===== config.mk =====
export PLATFORM = sky130hd
export DESIGN_NAME = filled_disc_rasterizer_unit
export DESIGN_NICKNAME = d
export VERILOG_FILES = /design/src/rtl/fdr_pkg.sv /design/src/rtl/fdr_core.sv /design/src/rtl/fdr_emit.sv /design/src/rtl/filled_disc_rasterizer_unit.sv
export SDC_FILE = /design/constraint.sdc
export NUM_CORES = 1
export LEC_CHECK = 0
export ABC_AREA = 1
export BUFFER_PORTS_ARGS = -buffer_cell sky130_fd_sc_hd__buf_2
export CAP_MARGIN = 20
export CORE_ASPECT_RATIO = 1.1
export CORE_UTILIZATION = 35
export CTS_CLUSTER_DIAMETER = 120
export DETAILED_ROUTE_END_ITERATION = 8
export GPL_TIMING_DRIVEN = 0
export PLACE_DENSITY = 0.53
export SLEW_MARGIN = 30
export SYNTH_ARGS = -nofsm -noshare
export SYNTH_HDL_FRONTEND = slang
export SYNTH_SLANG_ARGS = --single-unit

===== constraint.sdc =====
create_clock -name i_clk -period 9.8 [get_ports i_clk]
set_clock_uncertainty 0.05 [all_clocks]
set_input_delay 0.49 -clock i_clk [delete_from_list [all_inputs] [get_ports i_clk]]
set_output_delay 0.49 -clock i_clk [all_outputs]
set_load 0.02 [all_outputs]

===== src/rtl/fdr_pkg.sv =====
`timescale 1ns / 1ps

package fdr_pkg;

    // default geometry
    localparam int COORD_WIDTH_DEF  = 12;
    localparam int RADIUS_WIDTH_DEF = 11;

    // command codes
    localparam logic CMD_START = 1'b0;
    localparam logic CMD_STEP  = 1'b1;

    // eight symmetric pixels per octant point
    localparam int PIX_PER_STEP = 8;
    localparam int IDX_W        = $clog2(PIX_PER_STEP);
    localparam logic [IDX_W-1:0] LAST_IDX = IDX_W'(PIX_PER_STEP - 1);

endpackage


===== src/rtl/fdr_core.sv =====
`timescale 1ns / 1ps

module fdr_core #(
    parameter int COORD_WIDTH  = fdr_pkg::COORD_WIDTH_DEF,
    parameter int RADIUS_WIDTH = fdr_pkg::RADIUS_WIDTH_DEF
) (
    input  logic                      i_clk,
    input  logic                      i_rst_n,
    input  logic                      i_in_valid,
    output logic                      o_in_ready,
    input  logic                      i_command,
    input  logic [COORD_WIDTH-1:0]    i_center_x,
    input  logic [COORD_WIDTH-1:0]    i_center_y,
    input  logic [RADIUS_WIDTH-1:0]   i_radius,
    input  logic [31:0]               i_color,
    // snapshot of one octant point toward the emitter
    output logic                      o_snap_valid,
    input  logic                      i_snap_take,
    output logic [COORD_WIDTH-1:0]    o_snap_cx,
    output logic [COORD_WIDTH-1:0]    o_snap_cy,
    output logic signed [RADIUS_WIDTH:0] o_snap_a,
    output logic signed [RADIUS_WIDTH:0] o_snap_b,
    output logic [31:0]               o_snap_color,
    output logic                      o_snap_done
);
    import fdr_pkg::*;

    localparam int OFS_W = RADIUS_WIDTH + 1;
    localparam int DEC_W = RADIUS_WIDTH + 3;

    logic                    r_active;
    logic [COORD_WIDTH-1:0]  r_cx;
    logic [COORD_WIDTH-1:0]  r_cy;
    logic [31:0]             r_color;
    logic [RADIUS_WIDTH-1:0] r_h;
    logic signed [OFS_W-1:0] r_a;
    logic signed [OFS_W-1:0] r_b;
    logic signed [DEC_W-1:0] r_k;
    logic                    r_snap_valid;

    logic                    in_acc;
    logic signed [DEC_W-1:0] a2;
    logic signed [DEC_W-1:0] b2;
    logic signed [DEC_W-1:0] hb2;
    logic signed [DEC_W-1:0] h_ext;
    logic signed [OFS_W-1:0] n_a;
    logic signed [OFS_W-1:0] n_b;
    logic signed [DEC_W-1:0] n_k;
    logic                    ring_end;

    assign in_acc     = i_in_valid && o_in_ready;
    assign o_in_ready = !r_snap_valid || i_snap_take;
    assign o_snap_valid = r_snap_valid;

    // three-way decision update for the current point
    always_comb begin
        a2    = DEC_W'(r_a) <<< 1;
        b2    = DEC_W'(r_b) <<< 1;
        h_ext = DEC_W'({1'b0, r_h});
        hb2   = (h_ext - DEC_W'(r_b)) <<< 1;
        n_a   = r_a;
        n_b   = r_b;
        if (r_k >= a2) begin
            n_k = r_k - a2 - DEC_W'(1);
            n_a = r_a + OFS_W'(1);
        end else if (r_k < hb2) begin
            n_k = r_k + b2 - DEC_W'(1);
            n_b = r_b - OFS_W'(1);
        end else begin
            n_k = r_k + b2 - a2 - DEC_W'(2);
            n_a = r_a + OFS_W'(1);
            n_b = r_b - OFS_W'(1);
        end
        ring_end = n_b < n_a;
    end

    // disc state and point snapshot
    always_ff @(posedge i_clk) begin
        if (!i_rst_n) begin
            r_active     <= 1'b0;
            r_snap_valid <= 1'b0;
            r_cx         <= '0;
            r_cy         <= '0;
            r_color      <= '0;
            r_h          <= '0;
            r_a          <= '0;
            r_b          <= '0;
            r_k          <= '0;
        end else begin
            if (i_snap_take) begin
                r_snap_valid <= 1'b0;
            end
            if (in_acc) begin
                if (i_command == CMD_START) begin
                    r_cx     <= i_center_x;
                    r_cy     <= i_center_y;
                    r_color  <= i_color;
                    r_h      <= i_radius;
                    r_a      <= '0;
                    r_b      <= OFS_W'({1'b0, i_radius});
                    r_k      <= DEC_W'({1'b0, i_radius}) - DEC_W'(1);
                    r_active <= 1'b1;
                end else if (r_active) begin
                    r_snap_valid <= 1'b1;
                    o_snap_cx    <= r_cx;
                    o_snap_cy    <= r_cy;
                    o_snap_a     <= r_a;
                    o_snap_b     <= r_b;
                    o_snap_color <= r_color;
                    o_snap_done  <= ring_end && (r_h == '0);
                    r_k          <= n_k;
                    r_a          <= n_a;
                    r_b          <= n_b;
                    if (ring_end) begin
                        if (r_h == '0) begin
                            r_active <= 1'b0;
                        end else begin
                            r_h <= r_h - RADIUS_WIDTH'(1);
                            r_a <= '0;
                            r_b <= OFS_W'({1'b0, r_h}) - OFS_W'(1);
                            r_k <= DEC_W'({1'b0, r_h}) - DEC_W'(2);
                        end
                    end
                end
            end
        end
    end

`ifndef SYNTHESIS
    // an active disc always has its point inside the octant
    a_octant: assert property (@(posedge i_clk) disable iff (!i_rst_n)
        r_active |-> (r_a <= r_b))
        else $error("octant point left its octant");

    // a start transaction restarts the ring at the top of the octant
    a_start: assert property (@(posedge i_clk) disable iff (!i_rst_n)
        (in_acc && i_command == CMD_START) |=> (r_active && r_a == '0))
        else $error("start did not restart the ring");

    // a step while idle never produces a snapshot
    a_idle_step: assert property (@(posedge i_clk) disable iff (!i_rst_n)
        (in_acc && i_command == CMD_STEP && !r_active && !r_snap_valid)
        |=> !r_snap_valid)
        else $error("idle step produced pixels");
`endif

endmodule


===== src/rtl/fdr_emit.sv =====
`timescale 1ns / 1ps

module fdr_emit #(
    parameter int COORD_WIDTH  = fdr_pkg::COORD_WIDTH_DEF,
    parameter int RADIUS_WIDTH = fdr_pkg::RADIUS_WIDTH_DEF
) (
    input  logic                          i_clk,
    input  logic                          i_rst_n,
    input  logic                          i_snap_valid,
    output logic                          o_snap_take,
    input  logic [COORD_WIDTH-1:0]        i_snap_cx,
    input  logic [COORD_WIDTH-1:0]        i_snap_cy,
    input  logic signed [RADIUS_WIDTH:0]  i_snap_a,
    input  logic signed [RADIUS_WIDTH:0]  i_snap_b,
    input  logic [31:0]                   i_snap_color,
    input  logic                          i_snap_done,
    output logic                          o_out_valid,
    input  logic                          i_out_ready,
    output logic signed [COORD_WIDTH+1:0] o_pixel_x,
    output logic signed [COORD_WIDTH+1:0] o_pixel_y,
    output logic [31:0]                   o_pixel_color,
    output logic                          o_last_of_step,
    output logic                          o_disc_done
);
    import fdr_pkg::*;

    localparam int PIX_W = COORD_WIDTH + 2;

    logic                          r_busy;
    logic [IDX_W-1:0]              r_idx;
    logic signed [PIX_W-1:0]       r_cx;
    logic signed [PIX_W-1:0]       r_cy;
    logic signed [PIX_W-1:0]       r_a;
    logic signed [PIX_W-1:0]       r_b;
    logic [31:0]                   r_color;
    logic                          r_done;

    logic                          out_load;
    logic                          step_end;
    logic signed [PIX_W-1:0]       u;
    logic signed [PIX_W-1:0]       v;
    logic signed [PIX_W-1:0]       px;
    logic signed [PIX_W-1:0]       py;

    assign out_load    = !o_out_valid || i_out_ready;
    assign step_end    = out_load && (r_idx == LAST_IDX);
    assign o_snap_take = i_snap_valid && (!r_busy || step_end);

    // symmetric pixel: bit 0 swaps offsets, bits 1 and 2 mirror x and y
    always_comb begin
        u  = r_idx[0] ? r_b : r_a;
        v  = r_idx[0] ? r_a : r_b;
        px = r_idx[1] ? (r_cx - u) : (r_cx + u);
        py = r_idx[2] ? (r_cy - v) : (r_cy + v);
    end

    // point buffer and output register
    always_ff @(posedge i_clk) begin
        if (!i_rst_n) begin
            r_busy      <= 1'b0;
            r_idx       <= '0;
            o_out_valid <= 1'b0;
        end else begin
            if (out_load) begin
                o_out_valid <= r_busy;
                if (r_busy) begin
                    o_pixel_x      <= px;
                    o_pixel_y      <= py;
                    o_pixel_color  <= r_color;
                    o_last_of_step <= (r_idx == LAST_IDX);
                    o_disc_done    <= (r_idx == LAST_IDX) && r_done;
                    r_idx          <= r_idx + IDX_W'(1);
                    if (r_idx == LAST_IDX) begin
                        r_busy <= 1'b0;
                    end
                end
            end
            if (o_snap_take) begin
                r_busy  <= 1'b1;
                r_idx   <= '0;
                r_cx    <= PIX_W'({1'b0, i_snap_cx});
                r_cy    <= PIX_W'({1'b0, i_snap_cy});
                r_a     <= PIX_W'(i_snap_a);
                r_b     <= PIX_W'(i_snap_b);
                r_color <= i_snap_color;
                r_done  <= i_snap_done;
            end
        end
    end

`ifndef SYNTHESIS
    // the disc ends only on the closing pixel of a step
    a_done_last: assert property (@(posedge i_clk) disable iff (!i_rst_n)
        (o_out_valid && o_disc_done) |-> o_last_of_step)
        else $error("disc done outside the last pixel");

    // the pixel counter runs only while a point is being emitted
    a_idx_busy: assert property (@(posedge i_clk) disable iff (!i_rst_n)
        (r_idx != '0) |-> r_busy)
        else $error("pixel counter moved while idle");

    // a taken snapshot starts at its first pixel
    a_take: assert property (@(posedge i_clk) disable iff (!i_rst_n)
        o_snap_take |=> (r_busy && r_idx == '0))
        else $error("snapshot not loaded");
`endif

endmodule


===== src/rtl/filled_disc_rasterizer_unit.sv =====
`timescale 1ns / 1ps

// Filled disc rasterizer: Andres circles of radius r, r-1, ..., 0.
// Input channel (i_in_valid / o_in_ready): command 0 starts a disc and
// latches center, radius and color; command 1 advances one octant point.
// Output channel (o_out_valid / i_out_ready): pixel writes with color,
// a last-of-step flag on the eighth pixel and disc_done on the final one.
// A start transaction gives no pixels; a step while idle gives nothing.
// Each step gives eight pixel transactions, one per cycle while the receiver
// is ready. A step passes through the snapshot register and the emitter's
// point buffer before its first pixel leaves the output register; the single
// output register carries one pixel per cycle. The step logic runs ahead by
// one point, held in a snapshot register, so the next step is accepted while
// the current eight pixels drain.
// Reset (synchronous, active low) drops any disc in progress and empties
// the snapshot and output registers. When the receiver stalls, the current
// pixel holds; once the snapshot is also full, o_in_ready goes low.
module filled_disc_rasterizer_unit #(
    parameter int COORD_WIDTH  = fdr_pkg::COORD_WIDTH_DEF,
    parameter int RADIUS_WIDTH = fdr_pkg::RADIUS_WIDTH_DEF
) (
    input  logic                          i_clk,
    input  logic                          i_rst_n,
    input  logic                          i_in_valid,
    output logic                          o_in_ready,
    input  logic                          i_command,
    input  logic [COORD_WIDTH-1:0]        i_center_x,
    input  logic [COORD_WIDTH-1:0]        i_center_y,
    input  logic [RADIUS_WIDTH-1:0]       i_radius,
    input  logic [31:0]                   i_color,
    output logic                          o_out_valid,
    input  logic                          i_out_ready,
    output logic signed [COORD_WIDTH+1:0] o_pixel_x,
    output logic signed [COORD_WIDTH+1:0] o_pixel_y,
    output logic [31:0]                   o_pixel_color,
    output logic                          o_last_of_step,
    output logic                          o_disc_done
);
    import fdr_pkg::*;

    logic                         snap_valid;
    logic                         snap_take;
    logic [COORD_WIDTH-1:0]       snap_cx;
    logic [COORD_WIDTH-1:0]       snap_cy;
    logic signed [RADIUS_WIDTH:0] snap_a;
    logic signed [RADIUS_WIDTH:0] snap_b;
    logic [31:0]                  snap_color;
    logic                         snap_done;

    // disc state and decision update
    fdr_core #(
        .COORD_WIDTH  (COORD_WIDTH),
        .RADIUS_WIDTH (RADIUS_WIDTH)
    ) u_core (
        .i_clk        (i_clk),
        .i_rst_n      (i_rst_n),
        .i_in_valid   (i_in_valid),
        .o_in_ready   (o_in_ready),
        .i_command    (i_command),
        .i_center_x   (i_center_x),
        .i_center_y   (i_center_y),
        .i_radius     (i_radius),
        .i_color      (i_color),
        .o_snap_valid (snap_valid),
        .i_snap_take  (snap_take),
        .o_snap_cx    (snap_cx),
        .o_snap_cy    (snap_cy),
        .o_snap_a     (snap_a),
        .o_snap_b     (snap_b),
        .o_snap_color (snap_color),
        .o_snap_done  (snap_done)
    );

    // eight symmetric pixels per point
    fdr_emit #(
        .COORD_WIDTH  (COORD_WIDTH),
        .RADIUS_WIDTH (RADIUS_WIDTH)
    ) u_emit (
        .i_clk          (i_clk),
        .i_rst_n        (i_rst_n),
        .i_snap_valid   (snap_valid),
        .o_snap_take    (snap_take),
        .i_snap_cx      (snap_cx),
        .i_snap_cy      (snap_cy),
        .i_snap_a       (snap_a),
        .i_snap_b       (snap_b),
        .i_snap_color   (snap_color),
        .i_snap_done    (snap_done),
        .o_out_valid    (o_out_valid),
        .i_out_ready    (i_out_ready),
        .o_pixel_x      (o_pixel_x),
        .o_pixel_y      (o_pixel_y),
        .o_pixel_color  (o_pixel_color),
        .o_last_of_step (o_last_of_step),
        .o_disc_done    (o_disc_done)
    );

endmodule


==> flow_metrics.py <==
metrics = {
    "setup_path": {
        "start_kind": "flip-flop",
        "critPathKind": "flip-flop to flip-flop",
        "crit_start": "u_core.r_b[1]",
        "cpMostUsedCell": "nand2_1",
        "worst_ep_arrival_time_ps": 7770,
        "crit_path_max_fanout": 9,
        "crit_slowest_cell": "dfxtp_1",
        "max_stage_delay_ps": 710,
        "worstPathRequired_ps": 10180,
        "worst_setup_path_end_kind": "flip-flop",
        "crit-reg2reg-launch": "u_core.r_b[1]",
    },
    "cts": {
        "cts_tree": "built",
        "cts.path.max_buffers": 3,
        "htreeDepth": 2,
        "clock-sinks": 336,
        "cts.clk_slew.worst_paths_ps": 60,
        "post_cts_buffers": 0,
        "cts_root_buf": "clkbuf_16",
        "numCtsBuffers": 37,
        "clk_latency_ps": 550,
        "cts_resized": 0,
        "ctsHoldBuffers": 0,
    },
    "sta": {
        "hold_viol_final": 0,
        "fmax_ghz": 0.135,
        "final-setup-viol-count": 0,
        "worst_slack_ps": 2410,
        "worst_slew_pin_slew_ps": 983,
        "period_needed_ps": 7390,
        "drv_slew": 0,
        "fin_crit_sh": 0.754,
        "rsz0062_at_grt": "false",
        "slew-limit-headroom": 0.345,
    },
    "routing": {
        "drt-initial-drc-count": 1038,
        "top_layer_used": "met4",
        "ant_nets": 0,
        "num_vias": 14294,
        "wl_met2_mm": 25.5,
        "met1_length_mm": 21.9,
        "routed-wl-met3_mm": 2.45,
        "firstDrtPassIters": 7,
        "wl_mm": 51.2,
        "wire_per_inst_um": 17.6,
        "viasPerCell": 4.91,
        "drc": 0,
    },
    "power_and_ir_drop": {
        "power.switching_uw": 3060,
        "p_leak_uw": 0.00895,
        "power_frac_clock": 0.215,
        "swShare": 0.459,
        "power_frac_comb": 0.525,
        "power_frac_seq": 0.260,
        "vdd_drop_max_mv": 0.200,
        "powerDensity_mw_per_mm2": 318,
        "p_int_uw": 3610,
    },
    "placed_design": {
        "dp_slack_ps": 2470,
        "dp_hpwl_mm": 40.2,
        "portBuffers": 133,
        "gp_congestion": 0.946,
    },
    "synth": {
        "syn_nets": 2229,
        "synth_ff_type": "edfxtp_1",
        "synth_seq_cells": 336,
        "synthCells": 2033,
        "ys_types": 48,
        "avgSynthCellArea_um2": 8.85,
        "syn_area_mm2": 0.0180,
        "synth_area_leader_cell": "edfxtp_1",
        "synth_area_leaders": "edfxtp_1, dfxtp_1, nand2_1",
        "synth_most_common_cell": "nand2_1",
        "ys_async_sr_fraction": 0,
        "yosysTopAreaCellShare": 0.374,
        "ys_seq_area_frac": 0.498,
        "yosysWarnings": 0,
        "synth_common_cells": "nand2_1, inv_1, edfxtp_1",
        "synth_edf_count": 224,
    },
    "floorplan": {
        "std_cell_rows": 86,
        "die_h_um": 240,
        "core_area_mm2": 0.0505,
        "ios": 136,
        "start_util": 0.357,
        "die_w_um": 218,
        "die_area_mm2": 0.0523,
    },
    "min_path": {
        "min_from": "i_center_y[9]",
        "hp-class": "input pin to flip-flop",
    },
    "grt": {
        "grt_overflow": 0,
        "antenna_found_initial": 1,
        "gr-usage-all-layers": 0.197,
        "grt_pass1_vias": 13788,
        "grt_max_degree": 27,
        "grt_pass1_wl_mm": 78.4,
    },
    "job": {
        "drv_cap": 0,
    },
    "finish": {
        "drive_above_1_share": 0.110,
        "syn_to_final_growth_pct": 16.6,
        "fin_nets": 2417,
        "utilization": 0.416,
    },
    "outcome": {
        "status": "finished, final reports clean",
    },
}
## layout by cell type, fill, tap and decap left out, types with 6 or more instances in the layout
| cell | n |
|---|---|
| nand2_1 | 443 |
| inv_1 | 260 |
| edfxtp_1 | 224 |
| a21oi_1 | 184 |
| nor2_1 | 144 |
| nand3_1 | 139 |
| buf_2 | 137 |
| ha_1 | 118 |
| dfxtp_1 | 112 |
| o21ai_0 | 100 |
| xor2_1 | 80 |
| clkbuf_1 | 50 |
| clkbuf_16 | 37 |
| xnor2_1 | 35 |
| nor3_1 | 17 |
| nand4_1 | 14 |
| o21ai_1 | 12 |
| nand2_2 | 12 |
| buf_4 | 11 |
| o21bai_1 | 9 |
| nand3b_1 | 8 |
| o211ai_1 | 6 |
| fa_1 | 6 |
| clkbuf_8 | 6 |
## routing by layer
metal	vias to the layer above	global-route usage
li1	7163	-
met1	6662	0.246
met2	390	0.348
met3	79	0.0264
met4	0	0.0631
met5	-	0
## flip-flops by register name (all words and copies together), names as in the netlist, 14 cells and up
name / flops
u_core.o_snap_color: 32
u_core.r_color: 32
u_emit.o_pixel_color: 32
u_emit.r_color: 32
u_core.r_k: 14
u_emit.o_pixel_x: 14
u_emit.o_pixel_y: 14
## cell type report
cell class	instances	area, µm²
clock buffer	50	1030
buffer	56	249
tap	660	826
timing repair buffer	149	890
inverter	263	987
multi-input combinational	1378	7810
fill	5064	29500
antenna	1	2.50
sequential	336	8970
clock inverter	17	218
## power groups by stage
stage          Sequential [µW]  Clock [µW]  Combinational, µW
2_1_floorplan             1680           0               2490
3_3_place_gp              1760           0               3450
3_5_place_dp              1760           0               3480
4_1_cts                   1730        1470               3500
5_1_grt                   1740        1520               3920
6_report                  1730        1440               3510
## worst max-delay path, delay by kind of cell (launching register included)
| kind | cells | cell delay [ps] |
|---|---|---|
| AND/OR/NAND/NOR | 25 | 3020 |
| AO/OA/AOI/OAI | 8 | 1800 |
| adder cells (fa/ha/maj) | 3 | 1060 |
| flip-flops | 1 | 710 |
| XOR/XNOR | 2 | 320 |
| buffers and inverters | 2 | 260 |
## cells by family after synthesis
logic type,count (synthesis),synth area share
DFF,336,0.498
xor gates and xnor gates,115,0.0560
adders and majority gates,124,0.0887
buffers and inverters,319,0.0687
AOI/OAI and AO/OA,337,0.0996
and+or+nand+nor,802,0.189
## path summary, 6_finish.rpt
check                            end  slack, ps  cells after the start
hold reg to reg   u_emit.r_color[27]        360                      0
setup / recovery      u_core.r_b[10]       2410                     40
hold / removal        u_core.r_cy[9]        160                      3
setup reg to reg      u_core.r_b[10]       2410                     40
## metrics by stage
step                      TNS (ps)  total power [µW]  instance area [µm²]  instances  hold WS [ps]
after CTS                        0              6700                21000       2909           132
after global routing             0              7180                21000       2909           153
after floorplan                  0              4170                18000       2033           350
after global placement      -85700              5220                19500       2826           350
final                            0              6680                21000       2910           163
after detailed placement         0              5240                19700       2842           355
Note: power is estimated with default switching activity, not from simulation.
